===== config.mk =====
export PLATFORM = sky130hd
export DESIGN_NAME = unsorted_key_value_table
export DESIGN_NICKNAME = d
export VERILOG_FILES = /design/src/rtl/core/ukv_pkg.sv /design/src/rtl/core/ukv_sequencer.sv /design/src/rtl/core/ukv_datapath.sv /design/src/rtl/core/unsorted_key_value_table.sv
export SDC_FILE = /design/constraint.sdc
export NUM_CORES = 2
export LEC_CHECK = 0
export BUFFER_PORTS_ARGS = -buffer_cell sky130_fd_sc_hd__buf_2
export CAP_MARGIN = 20
export CORE_ASPECT_RATIO = 1.2
export CORE_MARGIN = 1
export CORE_UTILIZATION = 38
export CTS_BUF_LIST = sky130_fd_sc_hd__clkbuf_8
export CTS_CLUSTER_SIZE = 14
export DETAILED_ROUTE_END_ITERATION = 10
export PLACE_DENSITY = 0.5
export SLEW_MARGIN = 10
export SYNTH_ARGS = -nofsm -noshare
export SYNTH_HDL_FRONTEND = slang
export SYNTH_HIERARCHICAL = 1
export SYNTH_SLANG_ARGS = --single-unit

===== constraint.sdc =====
create_clock -name aclk -period 6.5 [get_ports aclk]
set_input_delay 0 -clock aclk [delete_from_list [all_inputs] [get_ports aclk]]
set_output_delay 0 -clock aclk [all_outputs]
set_load 0.05 [all_outputs]

===== src/rtl/core/ukv_pkg.sv =====
package ukv_pkg;

    // Table geometry.
    localparam int DEPTH       = 16;
    localparam int KEY_WIDTH   = 32;
    localparam int VALUE_WIDTH = 32;
    localparam int SLOT_W      = $clog2(DEPTH);
    localparam int CNT_W       = $clog2(DEPTH + 1);

    // Width of the microprogram counter.
    localparam int UPC_W = 5;

    typedef logic [UPC_W-1:0] upc_t;

    typedef enum logic [1:0] {
        REQ_INSERT,
        REQ_ERASE_KEY,
        REQ_ERASE_SLOT,
        REQ_LOOKUP
    } req_t;

    typedef enum logic [1:0] {
        ST_OK,
        ST_DUPLICATE,
        ST_NOT_FOUND,
        ST_FULL
    } status_t;

    // Sequencing of the microprogram.
    typedef enum logic [2:0] {
        BR_NEXT,      // go to the following step
        BR_JUMP,      // go to the target
        BR_COND,      // target when the condition holds, else the following step
        BR_LOOP,      // target when the condition holds, else repeat this step
        BR_DISPATCH   // on a new transaction go to its handler, else wait here
    } branch_t;

    typedef enum logic [2:0] {
        C_END,
        C_END_OR_MATCH,
        C_IN_USE,
        C_LAST,
        C_FULL,
        C_IS_INSERT,
        C_IS_LOOKUP,
        C_OUT_FREE
    } cond_t;

    typedef enum logic [1:0] {
        IDX_HOLD,
        IDX_LOAD,   // zero, or the requested slot for an erase by slot
        IDX_STEP    // advance while a loop step repeats
    } idx_op_t;

    typedef enum logic {
        RD_CUR,     // read the entry the index will point at
        RD_AHEAD    // read the entry one past it
    } rd_sel_t;

    typedef enum logic [3:0] {
        ACT_NONE,
        ACT_APPEND,
        ACT_SHIFT,
        ACT_SHRINK,
        ACT_DUP,
        ACT_NOTF,
        ACT_FULL,
        ACT_LHIT,
        ACT_ERASE,
        ACT_POST
    } act_t;

    typedef struct packed {
        logic    accept;
        branch_t br;
        cond_t   cond;
        upc_t    target;
        idx_op_t idx_op;
        rd_sel_t rd_sel;
        act_t    act;
    } ucw_t;

    // Control from the sequencer to the datapath.
    typedef struct packed {
        logic    start;
        logic    cond_true;
        idx_op_t idx_op;
        rd_sel_t rd_sel;
        act_t    act;
    } ukv_ctl_t;

    // Status from the datapath to the sequencer.
    typedef struct packed {
        logic at_end;
        logic key_match;
        logic last;
        logic full;
        logic is_insert;
        logic is_lookup;
        logic out_free;
    } ukv_flags_t;

    // Microprogram addresses.
    localparam upc_t U_IDLE     = UPC_W'(0);
    localparam upc_t U_SEARCH   = UPC_W'(1);
    localparam upc_t U_SPLIT    = UPC_W'(2);
    localparam upc_t U_FOUND    = UPC_W'(3);
    localparam upc_t U_FOUND2   = UPC_W'(4);
    localparam upc_t U_ERASE    = UPC_W'(5);
    localparam upc_t U_SHIFT    = UPC_W'(6);
    localparam upc_t U_SHRINK   = UPC_W'(7);
    localparam upc_t U_SLOT_CHK = UPC_W'(8);
    localparam upc_t U_MISS     = UPC_W'(9);
    localparam upc_t U_NOTF     = UPC_W'(10);
    localparam upc_t U_INS_CHK  = UPC_W'(11);
    localparam upc_t U_INS_DO   = UPC_W'(12);
    localparam upc_t U_FULL     = UPC_W'(13);
    localparam upc_t U_DUP      = UPC_W'(14);
    localparam upc_t U_LHIT     = UPC_W'(15);
    localparam upc_t U_POST     = UPC_W'(16);

    function automatic ucw_t uw(input logic accept, input branch_t br, input cond_t cond,
                                input upc_t target, input idx_op_t idx_op,
                                input rd_sel_t rd_sel, input act_t act);
        return '{accept, br, cond, target, idx_op, rd_sel, act};
    endfunction

    // The microprogram ROM.
    function automatic ucw_t ukv_ucode(input upc_t upc);
        ucw_t cw;
        case (upc)
            U_IDLE:     cw = uw(1'b1, BR_DISPATCH, C_END, U_IDLE, IDX_LOAD, RD_CUR, ACT_NONE);
            U_SEARCH:   cw = uw(1'b0, BR_LOOP, C_END_OR_MATCH, U_SPLIT, IDX_STEP, RD_CUR,
                                ACT_NONE);
            U_SPLIT:    cw = uw(1'b0, BR_COND, C_END, U_MISS, IDX_HOLD, RD_CUR, ACT_NONE);
            U_FOUND:    cw = uw(1'b0, BR_COND, C_IS_INSERT, U_DUP, IDX_HOLD, RD_CUR, ACT_NONE);
            U_FOUND2:   cw = uw(1'b0, BR_COND, C_IS_LOOKUP, U_LHIT, IDX_HOLD, RD_CUR, ACT_NONE);
            U_ERASE:    cw = uw(1'b0, BR_NEXT, C_END, U_IDLE, IDX_HOLD, RD_AHEAD, ACT_ERASE);
            U_SHIFT:    cw = uw(1'b0, BR_LOOP, C_LAST, U_SHRINK, IDX_STEP, RD_AHEAD, ACT_SHIFT);
            U_SHRINK:   cw = uw(1'b0, BR_JUMP, C_END, U_POST, IDX_HOLD, RD_CUR, ACT_SHRINK);
            U_SLOT_CHK: cw = uw(1'b0, BR_COND, C_IN_USE, U_ERASE, IDX_HOLD, RD_CUR, ACT_NONE);
            U_MISS:     cw = uw(1'b0, BR_COND, C_IS_INSERT, U_INS_CHK, IDX_HOLD, RD_CUR,
                                ACT_NONE);
            U_NOTF:     cw = uw(1'b0, BR_JUMP, C_END, U_POST, IDX_HOLD, RD_CUR, ACT_NOTF);
            U_INS_CHK:  cw = uw(1'b0, BR_COND, C_FULL, U_FULL, IDX_HOLD, RD_CUR, ACT_NONE);
            U_INS_DO:   cw = uw(1'b0, BR_JUMP, C_END, U_POST, IDX_HOLD, RD_CUR, ACT_APPEND);
            U_FULL:     cw = uw(1'b0, BR_JUMP, C_END, U_POST, IDX_HOLD, RD_CUR, ACT_FULL);
            U_DUP:      cw = uw(1'b0, BR_JUMP, C_END, U_POST, IDX_HOLD, RD_CUR, ACT_DUP);
            U_LHIT:     cw = uw(1'b0, BR_JUMP, C_END, U_POST, IDX_HOLD, RD_CUR, ACT_LHIT);
            U_POST:     cw = uw(1'b0, BR_LOOP, C_OUT_FREE, U_IDLE, IDX_HOLD, RD_CUR, ACT_POST);
            default:    cw = uw(1'b0, BR_JUMP, C_END, U_IDLE, IDX_HOLD, RD_CUR, ACT_NONE);
        endcase
        return cw;
    endfunction

    // Entry point of the handler for each request type.
    function automatic upc_t ukv_dispatch(input req_t req);
        upc_t target;
        case (req)
            REQ_ERASE_SLOT: target = U_SLOT_CHK;
            default:        target = U_SEARCH;
        endcase
        return target;
    endfunction

endpackage


===== src/rtl/core/ukv_sequencer.sv =====
module ukv_sequencer
    import ukv_pkg::*;
(
    input  logic       aclk,
    input  logic       aresetn,
    input  logic       s_valid,
    input  logic [1:0] s_req_type,
    input  ukv_flags_t flags,
    output logic       s_ready,
    output ukv_ctl_t   ctl
);

    upc_t upc_reg;
    upc_t upc_next;
    ucw_t cw;
    logic cond_true;

    assign cw = ukv_ucode(upc_reg);

    always_comb begin
        case (cw.cond)
            C_END:          cond_true = flags.at_end;
            C_END_OR_MATCH: cond_true = flags.at_end | flags.key_match;
            C_IN_USE:       cond_true = ~flags.at_end;
            C_LAST:         cond_true = flags.last;
            C_FULL:         cond_true = flags.full;
            C_IS_INSERT:    cond_true = flags.is_insert;
            C_IS_LOOKUP:    cond_true = flags.is_lookup;
            C_OUT_FREE:     cond_true = flags.out_free;
            default:        cond_true = 1'b0;
        endcase
    end

    always_comb begin
        case (cw.br)
            BR_NEXT:     upc_next = upc_reg + UPC_W'(1);
            BR_JUMP:     upc_next = cw.target;
            BR_COND:     upc_next = cond_true ? cw.target : upc_reg + UPC_W'(1);
            BR_LOOP:     upc_next = cond_true ? cw.target : upc_reg;
            BR_DISPATCH: upc_next = s_valid ? ukv_dispatch(req_t'(s_req_type)) : upc_reg;
            default:     upc_next = U_IDLE;
        endcase
    end

    always_ff @(posedge aclk) begin
        if (!aresetn) begin
            upc_reg <= U_IDLE;
        end else begin
            upc_reg <= upc_next;
        end
    end

    assign s_ready       = cw.accept;
    assign ctl.start     = cw.accept & s_valid;
    assign ctl.cond_true = cond_true;
    assign ctl.idx_op    = cw.idx_op;
    assign ctl.rd_sel    = cw.rd_sel;
    assign ctl.act       = cw.act;

endmodule


===== src/rtl/core/ukv_datapath.sv =====
module ukv_datapath
    import ukv_pkg::*;
(
    input  logic              aclk,
    input  logic              aresetn,
    input  ukv_ctl_t          ctl,
    input  logic [1:0]        s_req_type,
    input  logic [31:0]       s_key_in,
    input  logic [31:0]       s_value_in,
    input  logic [SLOT_W-1:0] s_slot_in,
    input  logic              m_ready,
    output ukv_flags_t        flags,
    output logic              m_valid,
    output logic [1:0]        m_status,
    output logic              m_hit,
    output logic [SLOT_W-1:0] m_slot_out,
    output logic [31:0]       m_value_out,
    output logic [CNT_W-1:0]  m_entries_used
);

    logic [KEY_WIDTH-1:0]   key_mem [DEPTH];
    logic [VALUE_WIDTH-1:0] val_mem [DEPTH];

    req_t                   req_reg;
    logic [KEY_WIDTH-1:0]   key_reg;
    logic [VALUE_WIDTH-1:0] val_reg;
    logic [CNT_W-1:0]       idx_reg, idx_next;
    logic [CNT_W-1:0]       used_reg, used_next;
    logic [KEY_WIDTH-1:0]   rd_key_reg;
    logic [VALUE_WIDTH-1:0] rd_val_reg;
    logic [CNT_W-1:0]       ahead_idx;
    logic [SLOT_W-1:0]      rd_addr;

    logic                   wr_en;
    logic [SLOT_W-1:0]      wr_addr;
    logic [KEY_WIDTH-1:0]   wr_key;
    logic [VALUE_WIDTH-1:0] wr_val;

    status_t                rs_status_reg, rs_status_next;
    logic                   rs_hit_reg, rs_hit_next;
    logic [SLOT_W-1:0]      rs_slot_reg, rs_slot_next;
    logic [VALUE_WIDTH-1:0] rs_value_reg, rs_value_next;

    logic                   m_valid_reg, m_valid_next;
    status_t                m_status_reg;
    logic                   m_hit_reg;
    logic [SLOT_W-1:0]      m_slot_reg;
    logic [VALUE_WIDTH-1:0] m_value_reg;
    logic [CNT_W-1:0]       m_used_reg;
    logic                   post;
    logic [CNT_W:0]         idx_plus1;

    assign post      = (ctl.act == ACT_POST) & ctl.cond_true;
    assign idx_plus1 = {1'b0, idx_reg} + (CNT_W + 1)'(1);

    assign flags.at_end    = idx_reg >= used_reg;
    assign flags.key_match = rd_key_reg == key_reg;
    assign flags.last      = idx_plus1 >= {1'b0, used_reg};
    assign flags.full      = used_reg == CNT_W'(DEPTH);
    assign flags.is_insert = req_reg == REQ_INSERT;
    assign flags.is_lookup = req_reg == REQ_LOOKUP;
    assign flags.out_free  = ~m_valid_reg | m_ready;

    always_comb begin
        case (ctl.idx_op)
            IDX_LOAD: begin
                if (ctl.start) begin
                    idx_next = (req_t'(s_req_type) == REQ_ERASE_SLOT) ?
                               CNT_W'(s_slot_in) : '0;
                end else begin
                    idx_next = idx_reg;
                end
            end
            IDX_STEP: idx_next = ctl.cond_true ? idx_reg : idx_reg + CNT_W'(1);
            default:  idx_next = idx_reg;
        endcase
    end

    // The read address follows the next index so the registered read data
    // always belongs to the entry the index points at (or the one after it).
    assign ahead_idx = idx_next + CNT_W'(1);
    assign rd_addr   = (ctl.rd_sel == RD_AHEAD) ? ahead_idx[SLOT_W-1:0] :
                                                  idx_next[SLOT_W-1:0];

    always_comb begin
        wr_en   = 1'b0;
        wr_addr = idx_reg[SLOT_W-1:0];
        wr_key  = rd_key_reg;
        wr_val  = rd_val_reg;
        case (ctl.act)
            ACT_APPEND: begin
                wr_en   = 1'b1;
                wr_addr = used_reg[SLOT_W-1:0];
                wr_key  = key_reg;
                wr_val  = val_reg;
            end
            ACT_SHIFT: wr_en = ~ctl.cond_true;
            default:   wr_en = 1'b0;
        endcase
    end

    always_ff @(posedge aclk) begin
        if (wr_en) begin
            key_mem[wr_addr] <= wr_key;
            val_mem[wr_addr] <= wr_val;
        end
        rd_key_reg <= key_mem[rd_addr];
        rd_val_reg <= val_mem[rd_addr];
    end

    always_comb begin
        used_next      = used_reg;
        rs_status_next = rs_status_reg;
        rs_hit_next    = rs_hit_reg;
        rs_slot_next   = rs_slot_reg;
        rs_value_next  = rs_value_reg;
        case (ctl.act)
            ACT_APPEND: begin
                used_next      = used_reg + CNT_W'(1);
                rs_status_next = ST_OK;
                rs_hit_next    = 1'b0;
                rs_slot_next   = used_reg[SLOT_W-1:0];
                rs_value_next  = '0;
            end
            ACT_SHRINK: used_next = used_reg - CNT_W'(1);
            ACT_DUP: begin
                rs_status_next = ST_DUPLICATE;
                rs_hit_next    = 1'b0;
                rs_slot_next   = idx_reg[SLOT_W-1:0];
                rs_value_next  = '0;
            end
            ACT_NOTF: begin
                rs_status_next = ST_NOT_FOUND;
                rs_hit_next    = 1'b0;
                rs_slot_next   = '0;
                rs_value_next  = '0;
            end
            ACT_FULL: begin
                rs_status_next = ST_FULL;
                rs_hit_next    = 1'b0;
                rs_slot_next   = '0;
                rs_value_next  = '0;
            end
            ACT_LHIT: begin
                rs_status_next = ST_OK;
                rs_hit_next    = 1'b1;
                rs_slot_next   = idx_reg[SLOT_W-1:0];
                rs_value_next  = rd_val_reg;
            end
            ACT_ERASE: begin
                rs_status_next = ST_OK;
                rs_hit_next    = 1'b1;
                rs_slot_next   = idx_reg[SLOT_W-1:0];
                rs_value_next  = '0;
            end
            default: used_next = used_reg;
        endcase
    end

    always_comb begin
        if (post) begin
            m_valid_next = 1'b1;
        end else if (m_ready) begin
            m_valid_next = 1'b0;
        end else begin
            m_valid_next = m_valid_reg;
        end
    end

    always_ff @(posedge aclk) begin
        if (!aresetn) begin
            used_reg    <= '0;
            idx_reg     <= '0;
            m_valid_reg <= 1'b0;
        end else begin
            used_reg    <= used_next;
            idx_reg     <= idx_next;
            m_valid_reg <= m_valid_next;
        end
    end

    always_ff @(posedge aclk) begin
        if (ctl.start) begin
            req_reg <= req_t'(s_req_type);
            key_reg <= s_key_in[KEY_WIDTH-1:0];
            val_reg <= s_value_in[VALUE_WIDTH-1:0];
        end
        rs_status_reg <= rs_status_next;
        rs_hit_reg    <= rs_hit_next;
        rs_slot_reg   <= rs_slot_next;
        rs_value_reg  <= rs_value_next;
        if (post) begin
            m_status_reg <= rs_status_reg;
            m_hit_reg    <= rs_hit_reg;
            m_slot_reg   <= rs_slot_reg;
            m_value_reg  <= rs_value_reg;
            m_used_reg   <= used_reg;
        end
    end

    assign m_valid        = m_valid_reg;
    assign m_status       = m_status_reg;
    assign m_hit          = m_hit_reg;
    assign m_slot_out     = m_slot_reg;
    assign m_value_out    = m_value_reg;
    assign m_entries_used = m_used_reg;

    a_used_bounded: assert property (@(posedge aclk) disable iff (!aresetn)
        used_reg <= CNT_W'(DEPTH))
        else $error("entry count exceeds table depth");

    a_append_not_full: assert property (@(posedge aclk) disable iff (!aresetn)
        ctl.act == ACT_APPEND |-> used_reg < CNT_W'(DEPTH))
        else $error("append into a full table");

    a_hit_means_ok: assert property (@(posedge aclk) disable iff (!aresetn)
        m_valid_reg && m_hit_reg |-> m_status_reg == ST_OK)
        else $error("hit reported with a failing status");

    a_value_only_on_hit: assert property (@(posedge aclk) disable iff (!aresetn)
        m_valid_reg && !m_hit_reg |-> m_value_reg == '0)
        else $error("nonzero value without a hit");

endmodule


===== src/rtl/core/unsorted_key_value_table.sv =====
// Throughput: one transaction at a time; the next is taken once the previous result has
// been posted to the output register, which may still be waiting for m_ready.
// Reset (aresetn low, synchronous) empties the table and returns the sequencer to idle;
// the key and value memories keep whatever they held, and entries past the fill count never reach a result.
module unsorted_key_value_table
    import ukv_pkg::*;
(
    input  logic        aclk,
    input  logic        aresetn,
    input  logic        s_valid,
    output logic        s_ready,
    input  logic [1:0]  s_req_type,
    input  logic [31:0] s_key_in,
    input  logic [31:0] s_value_in,
    input  logic [3:0]  s_slot_in,
    output logic        m_valid,
    input  logic        m_ready,
    output logic [1:0]  m_status,
    output logic        m_hit,
    output logic [3:0]  m_slot_out,
    output logic [31:0] m_value_out,
    output logic [4:0]  m_entries_used
);

    // The sequencer steps through a small microprogram held in a constant ROM.
    // Each control word selects a branch type, a condition from the datapath,
    // an index operation, a read address mode and one datapath action.
    //
    // The datapath keeps the keys and values in two single-port-write memories
    // whose read data is registered. The read address is derived from the next
    // value of the scan index, so during a search each cycle compares one entry,
    // and during compaction each cycle moves one entry down by one slot.
    //
    // A search visits slots in order and stops at the first match or at the
    // fill count. An insert that misses appends at the fill count unless the
    // table is full. An erase primes a read one slot ahead, then copies each
    // following entry down before decrementing the fill count.
    //
    // The result is staged during the program and moved to the output register
    // in the final step, which waits only while an earlier result is still held.

    ukv_ctl_t   ctl;
    ukv_flags_t flags;

    ukv_sequencer u_seq (
        .aclk       (aclk),
        .aresetn    (aresetn),
        .s_valid    (s_valid),
        .s_req_type (s_req_type),
        .flags      (flags),
        .s_ready    (s_ready),
        .ctl        (ctl)
    );

    ukv_datapath u_dp (
        .aclk           (aclk),
        .aresetn        (aresetn),
        .ctl            (ctl),
        .s_req_type     (s_req_type),
        .s_key_in       (s_key_in),
        .s_value_in     (s_value_in),
        .s_slot_in      (s_slot_in),
        .m_ready        (m_ready),
        .flags          (flags),
        .m_valid        (m_valid),
        .m_status       (m_status),
        .m_hit          (m_hit),
        .m_slot_out     (m_slot_out),
        .m_value_out    (m_value_out),
        .m_entries_used (m_entries_used)
    );

endmodule

Word-level counts from Yosys, hierarchy flattened

Memories as Yosys holds them, arrays and structs flattened. A register that Yosys moved wholly into a read port is not among the register bits.
Cells that the tools add are included.

Output and inout port bits: 46
Bits in registers: 165
Memory bits (writable): 1024
Memories: 3
Memory bits (read-only): 608
Logic and storage cells: 104

Memories:

| memory           | depth | bits a word | read ports | clocked after Yosys merged registers in | wr ports | line               | source |
|---|---|---|---|---|---|---|---|
| (name not given) | 32    | 19          | 1          | 1                                       | 0        | ukv_pkg.sv:131     | `case (upc)` |
| u_dp.key_mem     | 16    | 32          | 1          | 1                                       | 1        | ukv_datapath.sv:21 | `logic [KEY_WIDTH-1:0] key_mem [DEPTH];` |
| u_dp.val_mem     | 16    | 32          | 1          | 1                                       | 1        | ukv_datapath.sv:22 | `logic [VALUE_WIDTH-1:0] val_mem [DEPTH];` |

Bitwise logic cells: 7
$lt $le $gt $ge: 2
Reductions and logical operators: 16
Add/subtract/negate cells: 6
Muxes and demuxes: 26
Eq/ne operators: 28

Operator list:

| kind                                                            | number |
|---|---|
| 32-bit two-way mux                                              | 2 |
| 32-bit case mux with 2 select lines                             | 1 |
| 5-bit two-way mux                                               | 7 |
| 32-bit == test                                                  | 1 |
| 5-bit case mux with 5 select lines                              | 1 |
| 5-bit case mux with 2 select lines                              | 2 |
| 4-bit by 3-bit == test with 1-bit output, second input constant | 4 |
| 4-bit two-way mux                                               | 4 |
| 5-bit by 1-bit adder with 5-bit output, second input constant   | 3 |
| 3-bit == test, second input constant                            | 5 |
| 3-bit by 2-bit == test with 1-bit output, second input constant | 4 |
| 4-bit case mux with 3 select lines                              | 1 |
| 4-bit by 2-bit == test with 1-bit output, second input constant | 2 |
| 4-bit == test, second input constant                            | 2 |
| 1-bit case mux with 8 select lines                              | 1 |
| 2-bit case mux with 4 select lines                              | 1 |
| 2-bit nonzero test                                              | 4 |
| 5-bit by 1-bit adder with 6-bit output, second input constant   | 1 |
| 2-bit == test, second input constant                            | 3 |
| 3-bit by 1-bit == test with 1-bit output, second input constant | 2 |
| 6-bit by 5-bit >= comparator with 1-bit output                  | 1 |
| 3-bit zero test                                                 | 2 |
| 3-bit OR reduction                                              | 2 |
| 5-bit == test, second input constant                            | 1 |
| 19 further kinds                                                | 28 |

Depth between registers and ports, before layout

Depth in word-level cells: 7
Mapped depth: 22
Depth with buffers taken out: 20

Modules after synthesis

Netlist, hierarchy kept.

Modules (own cells, without submodules):

| module        | sequential area each (µm²) | cells each | instances | area each (µm²) |
|---|---|---|---|---|
| ukv_datapath  | 36725.2                    | 2528       | 1         | 48624.1 |
| ukv_sequencer | 440.4                      | 161        | 1         | 1420.1 |

Worst setup path before layout

No wires, ideal clock.

Path type: reg-to-reg
Start point: reg u_dp.idx_reg[0]
End point: mem u_dp.key_mem[10][0], enable pin
Path buffers: 2
Stages on the path, launching flop included: 19
Data arrival time: 5.511 ns
Path slack: 0.502 ns
Period minus slack after synthesis: 5.998 ns
Cell sequence: dfxtp_1 -> buf_2 -> inv_1 -> ha_1 -> nand2b_1 -> a21o_1 -> a21oi_1 -> nor2b_1 -> o21ai_0 -> nand2b_1 -> a211oi_1 -> nor2_1 -> a21o_1 -> buf_4 -> nor2_1 -> nor2_1 -> nor3_1 -> o21ai_1 -> nor2_1

RTL lines:

| element                | line                | source |
|---|---|---|
| from (decl)            | ukv_datapath.sv:27  | `logic [CNT_W-1:0] idx_reg, idx_next;` |
| from (signal assigned) | ukv_datapath.sv:177 | `idx_reg <= idx_next;` |
| to (decl)              | ukv_datapath.sv:21  |  |

==> summary.md <==
The mean cell area of the mapped netlist works out to 18.6 sq um. The placed instances occupy a cell area of 53,200 sq um. The cell with the largest stage delay on the worst path was dfxtp_1. In the final design database the tool counted 3,210 nets.

The multi-input combinational cells in the finished layout cover a total of 12,200 sq um. Setup repair after global routing left no endpoint under its margin. The tools report the sort of element at the start of the critical path as a flip-flop. The tightest min-delay check is of the in2reg type. For this run, design rule violations remaining after detail routing come to 0. The logs give 0.183 for the total global routing track utilization and 1,270 for the number of clock sinks.

The logs give 59,700 microns for the length of routed met2 wiring and 7 for the count of TritonRoute iterations in the first routing pass. The fraction of synthesized cell area taken by the top area cell type works out to 0.704. The routed metal-1 wirelength is 53,700 microns. Routability-driven placement finished with a final weighted congestion of 0.786. The cell sitting at the root of the clock tree is a clkbuf_8. For the global-route wire length before repair, the log shows 177,000 microns. Including well taps, the total number of placed cells is 4,453. The power density of the placed cells is 339 nW/um^2, and the synthesized netlist cell count is 2,689.

The combined flip-flop and latch cell area is 37,200 sq um, and the vias after detailed routing is 25,200. The share of layout cells above drive strength 1 came out at 0.199. The floorplan row count came out at 145. Dividing the detail-routed wire length by the instance count gives 24.3 microns. The logs give 1.04 ns for the post-layout worst setup margin and 11,200 for the number of fill cells. The count of yosys warnings during synthesis was 6; the largest incremental delay on the critical path was 0.61 ns. The clock-pin slew on the worst setup and hold paths is 0.06 ns. The post-route clock period utilization is 0.841. The synthesized design contains 1,270 register bits. Summed over all nets, wire length on met3 after detailed routing comes to 5400 microns. The flow ran to the end, and the final reports show no timing, DRC or antenna violations.

Buffers placed on the I/O ports in this run total 119. Setup total negative slack on the finished layout was measured at 0 ns. The pin count of the biggest net entering global routing was 65; the largest fanout of any net on the critical path was 50.

Across the VDD grid, the largest voltage drop is 148 uV. The effective utilization at floorplan was 0.384. In this run the count of I/O pins placed on the die edge is 120. The number of global-route vias before repair came out at 26,400.

Counting I/O delays and the setup requirement, the final critical path takes 5.46 ns. The data arrival at the endpoint of the critical path was 6.29 ns. For the number of pins exceeding their max-slew limit in the final report, the log shows 0. The die span in x is 333 microns.

The top layer reached by signal wires is met4. The run gives 0.743 as the sequential cell area fraction in the yosys report. Library cell occupying the most area in the post-synthesis netlist: edfxtp_1.

The die is 400 microns tall. STA classifies the critical path endpoint as a flip-flop. The signal on the critical path passes through inv_1 -> ha_1 -> nand2b_1 -> a21o_1 -> a21oi_1 -> nor2b_1 -> o21ai_0 -> nand2b_1 -> a211oi_1 -> nor2_1 -> a21o_1 -> and2_1 -> or4_1 -> a221o_2 -> nand4_1 -> xor2_4 -> buf_12 -> mux4_2 -> mux2i_1. The mapped netlist covers 50,000 sq um.

The number of buffers created by CTS is 203, and the count of different cell masters after synthesis is 72. The count of max-cap constraint violations was 0; the level count of the clock H-tree was 4. The count of flip-flops with a built-in enable after synthesis came out at 1,173. The max-slew headroom at the worst pin is 0.259, and the post-placement worst setup slack is 0.930 ns. After detailed routing, the number of vias per cell comes to 5.07. The largest registers in the layout are u_dp/key_mem (512), u_dp/val_mem (512). Setup violations remaining at the end of the flow were counted as 0. The clock passes through at most 3 buffers. On the final layout, the worst clock skew is 0.0384 ns. Main flop type after synthesis: edfxtp_1.

Compared with the post-synthesis result, the final layout area differs by 17.6%. The worst setup path is of the reg2reg kind. The residual overflow from global routing was 0; the initial antenna violation count was 2. STA puts the critical path data required time at 7.33 ns. The logs give 58,900 sq um for the post-layout instance area and 4,977 for the filler-free cell count of the finished design.

The slew at the pin closest to its max-slew limit is 1.11 ns, and the leakage power summed over all cells is 19.7 nW. The final layout contains routed wiring with a total length of 121,000 microns. Clock latency on the worst-skew pair, taken at its later pin, is 0.91 ns.

The core footprint was 130,000 sq um. For this block, the initial DRC count from the detailed router was 1,860. TritonCTS built the clock tree. The total nets after synthesis came out at 2,790. Once detailed placement completed, the half-perimeter wirelength came to 63,600 microns. The async set or reset register ratio after synthesis works out to 0.

The number of hold-slack violations in the final timing report was 0; the number of routed nets with antenna violations was 0. Based on the critical path, the design can be clocked at up to 183 MHz. The die covers 133,000 sq um. After synthesis, the cell types taking the most area are edfxtp_1 70%, mux2i_1 12%, mux4_2 5.8%.
## layout by cell type, fill, tap and decap left out, drive strengths merged, types with 4 or more instances in the layout
cell type    netlist  final
edfxtp          1173   1173
mux2i            587    587
nand2            226    226
clkbuf            33    216
buf               93    200
dlygate4sd3        0    141
mux4             128    128
dfxtp             97     97
inv               27     94
clkinv             0     80
and2              47     47
xor2              36     36
nor2              36     36
ha                26     26
o21ai             24     24
bufinv             0     17
nor3              15     15
nor2b             12     12
nand2b            12     12
nand3             11     11
xnor2             10     10
a21oi              9      9
nor4               9      9
a21o               7      7
and3               6      6
nor3b              5      5
a31oi              5      5
nand4              4      4
a222oi             4      4
o22ai              4      4
## metrics by stage
step / utilization / power, mW / hold slack (ns)
6_report: 0.451 / 19.9 / 0.111
2_1_floorplan: - / 12.2 / 0.0989
3_3_place_gp: 0.408 / 13.0 / 0.177
3_5_place_dp: 0.408 / 13.1 / 0.178
5_1_grt: 0.451 / 20.7 / 0.0682
4_1_cts: 0.451 / 20.2 / 0.0290
## cell usage after synthesis (3+ instances only)
cell	count
nand2b_1	12
a31oi_1	5
a21oi_1	9
a211oi_1	3
edfxtp_1	1173
ha_1	26
and3_1	6
a222oi_1	4
o21ai_1	9
buf_4	65
inv_1	25
buf_2	19
nand3_1	10
nor4_1	9
clkbuf_4	4
a21boi_0	3
buf_6	5
buf_1	4
clkbuf_1	29
nor2b_1	12
nor3_1	14
xor2_1	35
and2_1	47
nand4_1	4
dfxtp_1	97
nor2_1	36
a21o_1	7
mux2i_1	587
o21ai_0	15
mux4_2	128
nand2_1	225
nor3b_1	5
xnor2_1	9
## critical path, delay by kind of cell, from the launching register on
kind	cells	cell delay, ns
AOI/OAI and AO/OA	6	1.49
and+or+nand+nor	7	1.34
DFF	1	0.61
buffers and inverters	2	0.56
xor gates and xnor gates	1	0.47
muxes	2	0.53
adders and majority gates	1	0.33
## repair_timing
action | in CTS | in global routing
resized for setup | 0 | 0
hold endpoints to repair | 128 | 0
hold buffers | 141 | 0
buffers inserted | 0 | 0
## path summary, 6_finish.rpt
kind / from / end / slack (ns) / depth (start not counted)
worst max-delay path: u_dp/idx_reg[0] / u_dp/rd_val_reg[12] / 1.04 / 19
worst min-delay path: aresetn / u_dp/used_reg[2] / 0.11 / 3
worst max register to register: u_dp/idx_reg[0] / u_dp/rd_val_reg[12] / 1.04 / 19
worst min register to register: u_dp/rs_value_reg[10] / u_dp/m_value_out[10] / 0.41 / 0
## metal layers
metal,vias up,GRT usage
met4,0,0.0513
met5,-,0
li1,11400,-
met1,13000,0.243
met2,639,0.309
met3,155,0.0316
## layout make-up
type | instances | share of cell area
Antenna cell | 2 | 0.0000850
Sequential cell | 1270 | 0.631
Inverter | 27 | 0.00172
Tap cell | 1690 | 0.0359
Timing Repair Buffer | 341 | 0.0527
Multi-Input combinational cell | 1266 | 0.207
Clock inverter | 165 | 0.0209
Clock buffer | 216 | 0.0505
## report_power, final
group,switching [mW],internal (mW)
registers,0.188,9.80
logic,1.74,1.19
clock network,3.22,3.79
## kinds of logic (layout without fill, tap and decap cells)
group	count (synthesis)	after routing	synth area share
adders and majority gates	27	27	0.00690
buffers and inverters	153	749	0.0179
xor gates and xnor gates	46	46	0.00858
DFF	1270	1270	0.743
other	0	2	0
and+or+nand+nor	390	390	0.0356
AOI/OAI and AO/OA	88	88	0.0134
muxes	715	715	0.175
Note: power is estimated with default switching activity, not from simulation.
